## config.mk

```make
export PLATFORM = sky130hd
export DESIGN_NAME = rbd_dp
export DESIGN_NICKNAME = d
export VERILOG_FILES = /design/src/rbd_pkg.sv /design/src/rbd_ram.sv /design/src/rbd_dp.sv
export SDC_FILE = /design/constraint.sdc
export NUM_CORES = 1
export LEC_CHECK = 0
export ABC_AREA = 1
export BUFFER_PORTS_ARGS = -buffer_cell sky130_fd_sc_hd__buf_2
export CAP_MARGIN = 20
export CORE_MARGIN = 1.5
export CORE_UTILIZATION = 65
export CTS_CLUSTER_DIAMETER = 150
export DETAILED_ROUTE_END_ITERATION = 6
export PLACE_DENSITY = 0.85
export SETUP_SLACK_MARGIN = 0.3
export SYNTH_ARGS = -nofsm -noshare
export SYNTH_HDL_FRONTEND = slang
export SYNTH_SLANG_ARGS = --single-unit
```

## constraint.sdc

```tcl
create_clock -name clk -period 5.95 [get_ports clk]
set_input_delay 0.2975 -clock clk [delete_from_list [all_inputs] [get_ports clk]]
set_output_delay 0.2975 -clock clk [all_outputs]
set_load 0.1 [all_outputs]
```

## src/rbd_pkg.sv

```systemverilog
`timescale 1ns / 1ps

package rbd_pkg;

    localparam int DEPTH      = 32;
    localparam int DATA_WIDTH = 32;

    localparam int OPCODE_W = 3;
    localparam int VALUE_W  = 32;
    localparam int INDEX_W  = 6;
    localparam int STATUS_W = 2;
    localparam int DATA_W   = 32;
    localparam int COUNT_W  = 7;

    localparam int PTR_W = $clog2(DEPTH);
    localparam int CNT_W = $clog2(DEPTH + 1);
    localparam int CMP_W = (CNT_W > INDEX_W) ? CNT_W : INDEX_W;
    localparam int SUM_W = CMP_W + 1;

    localparam logic [OPCODE_W-1:0] OP_PUSH_BACK  = 3'd0;
    localparam logic [OPCODE_W-1:0] OP_PUSH_FRONT = 3'd1;
    localparam logic [OPCODE_W-1:0] OP_POP_BACK   = 3'd2;
    localparam logic [OPCODE_W-1:0] OP_POP_FRONT  = 3'd3;
    localparam logic [OPCODE_W-1:0] OP_GET        = 3'd4;
    localparam logic [OPCODE_W-1:0] OP_CLEAR      = 3'd5;
    localparam logic [OPCODE_W-1:0] OP_DUMP       = 3'd6;

    localparam logic [STATUS_W-1:0] ST_OK    = 2'd0;
    localparam logic [STATUS_W-1:0] ST_FULL  = 2'd1;
    localparam logic [STATUS_W-1:0] ST_EMPTY = 2'd2;
    localparam logic [STATUS_W-1:0] ST_RANGE = 2'd3;

    typedef struct packed {
        logic accept;
        logic rd_start;
        logic load_imm;
        logic load_ram;
        logic walk_step;
    } rbd_ctrl_t;

    typedef struct packed {
        logic needs_read;
        logic out_free;
        logic walk_last;
    } rbd_stat_t;

endpackage

```

## src/rbd_ram.sv

```systemverilog
`timescale 1ns / 1ps

module rbd_ram #(
    parameter int WIDTH = 32,
    parameter int DEPTH = 32
) (
    input  logic                     clk,
    input  logic                     wr_en,
    input  logic [$clog2(DEPTH)-1:0] wr_addr,
    input  logic [WIDTH-1:0]         wr_data,
    input  logic                     rd_en,
    input  logic [$clog2(DEPTH)-1:0] rd_addr,
    output logic [WIDTH-1:0]         rd_data
);

    logic [WIDTH-1:0] mem [DEPTH];

    always_ff @(posedge clk)
    begin
        if (wr_en)
        begin
            mem[wr_addr] <= wr_data;
        end
        if (rd_en)
        begin
            rd_data <= mem[rd_addr];
        end
    end

endmodule

```

## src/rbd_dp.sv

```systemverilog
`timescale 1ns / 1ps

module rbd_dp import rbd_pkg::*; (
    input  logic                       clk,
    input  logic                       rst_n,
    input  rbd_ctrl_t                  ctrl,
    output rbd_stat_t                  stat,
    input  logic [OPCODE_W-1:0]        opcode,
    input  logic signed [VALUE_W-1:0]  value,
    input  logic [INDEX_W-1:0]         index,
    output logic                       rsp_valid,
    input  logic                       rsp_ready,
    output logic [STATUS_W-1:0]        rsp_status,
    output logic signed [DATA_W-1:0]   rsp_data,
    output logic [COUNT_W-1:0]         rsp_count,
    output logic                       rsp_last
);

    function automatic logic [PTR_W-1:0] ptr_inc(input logic [PTR_W-1:0] p);
        return (p == PTR_W'(DEPTH - 1)) ? '0 : PTR_W'(p + 1'b1);
    endfunction

    function automatic logic [PTR_W-1:0] ptr_dec(input logic [PTR_W-1:0] p);
        return (p == '0) ? PTR_W'(DEPTH - 1) : PTR_W'(p - 1'b1);
    endfunction

    logic [PTR_W-1:0]      front_reg, front_next;
    logic [PTR_W-1:0]      back_reg, back_next;
    logic [CNT_W-1:0]      count_reg, count_next;
    logic [PTR_W-1:0]      walk_slot_reg, walk_slot_next;
    logic [CNT_W-1:0]      remain_reg, remain_next;
    logic                  rsp_valid_reg, rsp_valid_next;
    logic [STATUS_W-1:0]   rsp_status_reg, rsp_status_next;
    logic [DATA_W-1:0]     rsp_data_reg, rsp_data_next;
    logic [COUNT_W-1:0]    rsp_count_reg, rsp_count_next;
    logic                  rsp_last_reg, rsp_last_next;

    logic                  full;
    logic                  empty;
    logic                  idx_ok;
    logic [SUM_W-1:0]      slot_sum;
    logic [SUM_W-1:0]      slot_wrap;
    logic [PTR_W-1:0]      get_slot;
    logic [STATUS_W-1:0]   imm_status;
    logic                  push_ok;
    logic [PTR_W-1:0]      wr_addr;
    logic                  ram_wr_en;
    logic                  ram_rd_en;
    logic [PTR_W-1:0]      ram_rd_addr;
    logic [DATA_WIDTH-1:0] ram_rd_data;

    assign full   = (count_reg == CNT_W'(DEPTH));
    assign empty  = (count_reg == '0);
    assign idx_ok = (CMP_W'(index) < CMP_W'(count_reg));

    assign slot_sum  = SUM_W'(front_reg) + SUM_W'(index);
    assign slot_wrap = (slot_sum >= SUM_W'(DEPTH)) ? SUM_W'(slot_sum - SUM_W'(DEPTH)) : slot_sum;
    assign get_slot  = slot_wrap[PTR_W-1:0];

    always_comb
    begin
        front_next = front_reg;
        back_next  = back_reg;
        count_next = count_reg;
        imm_status = ST_OK;
        push_ok    = 1'b0;
        wr_addr    = back_reg;
        case (opcode)
            OP_PUSH_BACK:
            begin
                if (full)
                begin
                    imm_status = ST_FULL;
                end
                else
                begin
                    push_ok    = 1'b1;
                    back_next  = ptr_inc(back_reg);
                    count_next = CNT_W'(count_reg + 1'b1);
                end
            end
            OP_PUSH_FRONT:
            begin
                if (full)
                begin
                    imm_status = ST_FULL;
                end
                else
                begin
                    push_ok    = 1'b1;
                    front_next = ptr_dec(front_reg);
                    wr_addr    = ptr_dec(front_reg);
                    count_next = CNT_W'(count_reg + 1'b1);
                end
            end
            OP_POP_BACK:
            begin
                if (empty)
                begin
                    imm_status = ST_EMPTY;
                end
                else
                begin
                    back_next  = ptr_dec(back_reg);
                    count_next = CNT_W'(count_reg - 1'b1);
                end
            end
            OP_POP_FRONT:
            begin
                if (empty)
                begin
                    imm_status = ST_EMPTY;
                end
                else
                begin
                    front_next = ptr_inc(front_reg);
                    count_next = CNT_W'(count_reg - 1'b1);
                end
            end
            OP_GET:
            begin
                if (!idx_ok)
                begin
                    imm_status = ST_RANGE;
                end
            end
            OP_CLEAR:
            begin
                front_next = back_reg;
                count_next = '0;
            end
            OP_DUMP:
            begin
                if (empty)
                begin
                    imm_status = ST_EMPTY;
                end
            end
            default:
            begin
                imm_status = ST_OK;
            end
        endcase
    end

    assign stat.needs_read = ((opcode == OP_GET) && idx_ok) || ((opcode == OP_DUMP) && !empty);
    assign stat.out_free   = !rsp_valid_reg || rsp_ready;
    assign stat.walk_last  = (remain_reg == CNT_W'(1));

    assign ram_wr_en   = ctrl.accept && push_ok;
    assign ram_rd_en   = ctrl.rd_start || ctrl.walk_step;
    assign ram_rd_addr = ctrl.rd_start ? ((opcode == OP_GET) ? get_slot : front_reg)
                                       : walk_slot_reg;

    rbd_ram #(
        .WIDTH (DATA_WIDTH),
        .DEPTH (DEPTH)
    ) u_ram (
        .clk     (clk),
        .wr_en   (ram_wr_en),
        .wr_addr (wr_addr),
        .wr_data (DATA_WIDTH'(value)),
        .rd_en   (ram_rd_en),
        .rd_addr (ram_rd_addr),
        .rd_data (ram_rd_data)
    );

    always_comb
    begin
        walk_slot_next = walk_slot_reg;
        remain_next    = remain_reg;
        if (ctrl.rd_start)
        begin
            walk_slot_next = ptr_inc(ram_rd_addr);
            remain_next    = (opcode == OP_DUMP) ? count_reg : CNT_W'(1);
        end
        else if (ctrl.walk_step)
        begin
            walk_slot_next = ptr_inc(walk_slot_reg);
            remain_next    = CNT_W'(remain_reg - 1'b1);
        end
    end

    always_comb
    begin
        rsp_valid_next  = rsp_valid_reg && !rsp_ready;
        rsp_status_next = rsp_status_reg;
        rsp_data_next   = rsp_data_reg;
        rsp_count_next  = rsp_count_reg;
        rsp_last_next   = rsp_last_reg;
        if (ctrl.load_imm)
        begin
            rsp_valid_next  = 1'b1;
            rsp_status_next = imm_status;
            rsp_data_next   = '0;
            rsp_count_next  = COUNT_W'(count_next);
            rsp_last_next   = 1'b1;
        end
        else if (ctrl.load_ram)
        begin
            rsp_valid_next  = 1'b1;
            rsp_status_next = ST_OK;
            rsp_data_next   = DATA_W'(ram_rd_data);
            rsp_count_next  = COUNT_W'(count_reg);
            rsp_last_next   = stat.walk_last;
        end
    end

    always_ff @(posedge clk or negedge rst_n)
    begin
        if (!rst_n)
        begin
            front_reg     <= '0;
            back_reg      <= '0;
            count_reg     <= '0;
            remain_reg    <= '0;
            walk_slot_reg <= '0;
            rsp_valid_reg <= 1'b0;
        end
        else
        begin
            if (ctrl.accept)
            begin
                front_reg <= front_next;
                back_reg  <= back_next;
                count_reg <= count_next;
            end
            remain_reg    <= remain_next;
            walk_slot_reg <= walk_slot_next;
            rsp_valid_reg <= rsp_valid_next;
        end
    end

    always_ff @(posedge clk)
    begin
        rsp_status_reg <= rsp_status_next;
        rsp_data_reg   <= rsp_data_next;
        rsp_count_reg  <= rsp_count_next;
        rsp_last_reg   <= rsp_last_next;
    end

    assign rsp_valid  = rsp_valid_reg;
    assign rsp_status = rsp_status_reg;
    assign rsp_data   = rsp_data_reg;
    assign rsp_count  = rsp_count_reg;
    assign rsp_last   = rsp_last_reg;

endmodule

```

# Word level (Yosys, flattened, before mapping)
# Memories as Yosys holds them, arrays and structs flattened. A register that Yosys moved wholly into a read port is not among the register bits.
# Index checks and enable logic that the tools add are counted.
# op_classes
addsub,11
n_mul,0
div_mod_pow,0
n_lt_le_gt_ge,2
n_eq_ne,16
n_shift,0
mux,39
bitwise_logic,0
n_reduce_logical,23
# op_table
op,n
$mux W5,17
$mux W6,7
$add A5 B1 Y5 const B,4
$eq A5 B5 Y1 const B,4
$pmux W6 S3,1
$pmux W5 S3,1
$sub A5 B1 Y5 const B,3
$sub A6 B1 Y6 const B,2
$logic_not A5 Y1,2
$pmux W5 S2,1
$eq A3 B3 Y1 const B,3
$mux W2,4
$ne A2 B2 Y1 const B,4
$reduce_and A4 Y1,2
$add A5 B6 Y7,1
$ge A7 B6 Y1 const B,1
$mux W1,7
$add A6 B1 Y6 const B,1
$eq A3 B2 Y1 const B,2
$eq A6 B1 Y1 const B,1
$eq A6 B6 Y1 const B,1
$logic_not A6 Y1,1
$lt A6 B6 Y1,1
$pmux W2 S3,1
other kinds (9),19
# word_totals
ff_bits,69
latchBits,0
mem_bits_rw,1024
mem_bits_ro,0
input_bits,49
n_memories,1
# mem_list
name,depth,width,read_ports,rd_ports_with_merged_regs,wr,line,rtl
u_ram.mem,32,32,1,1,1,rbd_ram.sv:16,logic [WIDTH-1:0] mem [DEPTH];

# Longest topological paths before layout
# depth
depth_word,8
ltp_mapped,17
mapped_depth_nobuf,15

# By module
# From an unflattened synthesis, not the netlist that was laid out.
# hier_totals
cells_unflattened,4029
area_unflattened_um2,46721.1
# by_module_without_submodules
mod,n_inst,cells_each,area_each_um2
rbd_ram,1,3536,42726.0
rbd_dp,1,493,3995.1

# Worst setup path before layout
# OpenSTA, ideal clock, no wires.
# synth_path
path_type,register to register
start,register count_reg[0]
end,memory u_ram.mem[16][0] (enable)
arrival_time_ns,3.077
required_time_ns,5.529
path_slack_ns,2.452
path_stages_with_launch,11
path_buffers,0
synth_period_minus_slack_ns,3.498
path_cell_list,dfrtp_1 > inv_1 > ha_1 > nand2_1 > inv_1 > nand3_1 > nand2_2 > inv_1 > o21ai_0 > nand3_2 > nor2_1
# synth_via
elab_chain_len,6
elab_cells_between_ends,8
# synth_rtl
item,line,rtl
start: declaration,rbd_dp.sv:29,"logic [CNT_W-1:0] count_reg, count_next;"
start signal: assignment,rbd_dp.sv:226,count_reg <= count_next;
$eq A6 B6 Y1 (*),rbd_dp.sv:52,assign full = (count_reg == CNT_W'(DEPTH));
$mux W1,"rbd_dp.sv:71, rbd_dp.sv:84",
$mux W1,--,
$logic_and A1 B1 Y1,rbd_dp.sv:150,assign ram_wr_en = ctrl.accept && push_ok;
$mux W1,rbd_ram.sv:20,if (wr_en)
$mux W1 (not written as such),rbd_ram.sv:22,mem[wr_addr] <= wr_data;
end: declaration,rbd_ram.sv:16,
# Mark *: on every way between the ends. The rest lies on a longest branch, timed or not.

# Final worst setup path
# layout_path
start,register count_reg[0]
end,memory u_ram.mem[17][29] (enable)
# The elaborated chain is that of the path after synthesis.

==> metrics.md <==
| Metric | Value |
|---|---|
| R2R Setup Slk | `about 1900 ps` |
| Syn Nets | `between 4000 and 5000` |
| Final WS setup | `between 1500 and 2000 ps` |
| Slew @ Worst Pin | `~1100 ps` |
| # resized after CTS | `0` |
| Vias in the first global route | `between 30000 and 40000` |
| Hold Path Depth | `2` |
| Layout area overhead | `10.65%` |
| Final Instance Count excl. Fillers | `5342` |
| Cell Pwr Density | `around 430 nW/um^2` |
| Final Cycle Share | `0.6802` |
| Post-DP HPWL | `~70000 um` |
| Dominant synthesized flop cell | `edfxtp_1` |
| Type of the tightest min-delay check | `in2reg` |
| Number of enable flip-flop cells after synthesis | `1064` |
| CTS sink cnt | `1125` |
| WL/cell | `25.49 um` |
| Cell Chain, Critical Path | `inv_1, ha_1, nand2_1, inv_1, nand3_1, nand2_2, o21ai_0, nand2_1, nor2_4, buf_4` |
| Die Ht | `about 270 um` |
| Nets | `between 4000 and 5000` |
| Busiest layer in global routing | `met2` |
| Critical path data arrival time | `approximately 4400 ps` |
| GP Congestion | `0.9196` |
| Max-capacitance violation count | `0` |
| Post-Place Setup Slack | `between 2000 and 2500 ps` |
| Final hold vios | `0` |
| Fillers | `between 4000 and 5000` |
| Layout cells sized above 1 | `0.08815` |
| Reg-to-reg endpoint | `u_ram.mem[17][29]$_DFFE_PP_` |
| Worst setup SP type | `flop` |
| Mapped cell area | `between 40000 and 50000 sq um` |
| Clk_lat worst skew | `around 700 ps` |
| Met1 Resource Use GR | `0.4775` |
| Final setup fails | `0` |
| Crit Path Max Fanout | `19` |
| H-tree levels | `3` |
| FF-to-FF Start | `count_reg[0]$_DFFE_PN0P_` |
| Tmin final | `4047 ps` |
| 1st-iter DRT viols | `about 6000` |
| Clock transition at path regs | `roughly 70 ps` |
| Asr flop ratio synth | `0.02489` |
| Core area | `71610 sq um` |
| Crit path capture type | `flop` |
| Routing usage on met2 | `0.5591` |
| Critical path type | `reg2reg` |
| Crit-path max cell delay | `850 ps` |
| Register area share after synthesis | `0.7060` |
| Total Routed Length | `roughly 140000 um` |
| Status | `complete, but fails checks` |
| Syn Inst Count | `around 4300` |
| Cell chosen for the clock root | `clkbuf_16` |
| Worst Hold Endpoint | `rsp_count[3]$_DFFE_PP_` |
| Crit-path slowest cell | `nor2_4` |
| R2R depth | `10` |
| DR pass1 iterations | `7` |
| Die width | `272.4 um` |
| Leakage | `roughly 20 nW` |
| VDD IR-drop max | `0.4147 mV` |
| Worst clock skew | `approximately 37 ps` |
| Initial antenna violation count | `8` |
| Hold Crit Start | `ctrl[2]` |
| Maximum clock path buffer count | `3` |
| Top delay family on crit path | `simple AND/OR/NAND/NOR gates` |
| Max_slew headroom | `0.2442` |
| RSZ-0062 raised after global routing | `no` |
| IO Port Bufs | `slightly above 90` |
| Die area | `74220 sq um` |
| Setup TNS | `0 ps` |
| Via density | `~6.5` |
| Post-synthesis cell type count | `50` |
| Warnings, synthesis | `0` |
| First-pass GRT wire length | `~200000 um` |
| Routed Antenna Nets | `0` |
| Via Count | `~35000` |
| Met3 Usage GRT | `0.09169` |
| DRC | `5` |
| Total track usage | `0.3641` |
| Max frequency | `between 200 and 250 MHz` |
| Syn Area/Cell | `between 10 and 15 sq um` |
| Failing checks | `DRC` |
| Buf/Inv on CP | `3` |
| Core Rows | `98` |
| Worst Path Required | `approximately 6300 ps` |
| Placed Instances | `between 5000 and 6000` |
| Total grt overflow | `0` |
| Total CTS buffers | `~110` |
| Largest register FFs | `around 1000` |
| TritonCTS clock tree | `done` |
| Starting Density | `0.6589` |
| Pins over their slew limit | `0` |
| Yosys reg bits | `roughly 1100` |
| Boundary pin count | `95` |
| Largest net degree at the start of global routing | `214` |
==> stage by stage <==
| stage | power [mW] | hold slack [ps] | util | instance area (sq um) |
|---|---|---|---|---|
| floorplan | 13.75 | 1.909 | - | 47190 |
| global placement | 15.47 | 371.4 | 0.6791 | 48630 |
| detailed placement | 15.65 | 371.4 | 0.6791 | 48630 |
| CTS | 22.31 | 14.21 | 0.7281 | 52140 |
| global route | 23.34 | 69.17 | 0.7291 | 52210 |
| finish | 22.62 | 25.19 | 0.7291 | 52210 |
==> worst max-delay path by stage <==
stage,start,to,slack [ps],depth (start not counted)
2_1_floorplan,count_reg[0]$_DFFE_PN0P_,u_ram.mem[16][0]$_DFFE_PP_,2450,10
3_3_place_gp,front_reg[0]$_DFFE_PN0P_,u_ram.rd_data[30]$_DFFE_PP_,2160,16
3_5_place_dp,front_reg[0]$_DFFE_PN0P_,u_ram.rd_data[31]$_DFFE_PP_,2090,16
4_1_cts,front_reg[0]$_DFFE_PN0P_,u_ram.rd_data[30]$_DFFE_PP_,2090,16
5_1_grt,front_reg[0]$_DFFE_PN0P_,u_ram.rd_data[30]$_DFFE_PP_,1770,16
6_report,count_reg[0]$_DFFE_PN0P_,u_ram.mem[17][29]$_DFFE_PP_,1900,10
==> cells in the mapped netlist (4+ instances only) <==
cell type / n / area share
a22o_1: 32 / 0.0059
edfxtp_1: 1064 / 0.68
nand3_1: 830 / 0.088
buf_4: 12 / 0.0019
inv_2: 5 / 0.00040
dfxtp_1: 33 / 0.014
dfrtp_1: 28 / 0.015
xnor2_1: 5 / 0.00093
o22ai_1: 5 / 0.00066
nand3_2: 5 / 0.0011
clkbuf_1: 86 / 0.0068
buf_1: 19 / 0.0015
nand2_2: 4 / 0.00053
o21ai_0: 41 / 0.0043
ha_1: 24 / 0.0064
nand2_1: 1501 / 0.12
buf_2: 133 / 0.014
a21oi_1: 49 / 0.0052
inv_1: 155 / 0.012
xor2_1: 9 / 0.0017
nor2_1: 188 / 0.015
==> cell usage in the layout, fill, tap and decap left out, types with 24 or more instances in the layout <==
master     instances
nand2_1         1500
nor2_4            37
buf_2             93
ha_1              24
buf_4             62
edfxtp_1        1064
clkbuf_16        108
clkbuf_1          24
nor2_1           154
dfxtp_1           33
a21oi_1           49
a22o_1            32
dfrtp_1           28
inv_1            155
nand3_1          830
o21ai_0           41
==> worst reg2reg max path, delay by kind of cell (launching register included) <==
family                     cells  cell delay, ps
adders and majority gates      1             210
and+or+nand+nor                5            1670
buffers and inverters          3             640
AOI/OAI and AO/OA              1             730
DFF                            1             460
==> metal layers <==
| layer | vias up | routed length (um) | share of wire |
|---|---|---|---|
| li1 | 14760 | - | - |
| met1 | 16080 | 44340 | 0.33 |
| met2 | 3314 | 61910 | 0.45 |
| met3 | 621 | 21720 | 0.16 |
| met4 | 8 | 8130 | 0.060 |
| met5 | - | 54 | 0.00040 |
==> layout make-up <==
cell class | count | area, sq um | share of cell area
Antenna cell | 2 | 5.005 | 0.00009586
Clock buffer | 138 | 2875 | 0.05507
Clock inverter | 62 | 593.1 | 0.01136
Inverter | 161 | 616.8 | 0.01181
Multi-Input combinational cell | 2735 | 12440 | 0.2383
Sequential cell | 1125 | 33310 | 0.6381
Tap cell | 950 | 1189 | 0.02277
Timing Repair Buffer | 169 | 1179 | 0.02258
==> kinds of logic after synthesis <==
group	count (synthesis)	share of synthesized area
buffers and inverters	412	0.03742
adders and majority gates	25	0.006788
xor gates and xnor gates	14	0.002599
other	1	0.00007947
DFF	1125	0.7060
AOI/OAI and AO/OA	154	0.02063
and+or+nand+nor	2541	0.2265
==> report_power, final <==
group	switching [mW]	leakage, nW	internal (mW)	total, mW
registers	0.286	10.2	9.07	9.36
logic	4.90	8.46	1.62	6.52
clock network	2.97	1.69	3.78	6.74
total	8.15	20.4	14.5	22.6
==> what timing repair did <==
| item | 4_1_cts | 5_1_grt |
|---|---|---|
| setup buffers | 0 | 0 |
| hold buffers | 4 | 0 |
| endpoints found under the hold margin | 34 | 0 |
Note: power is estimated with default switching activity, not from simulation.
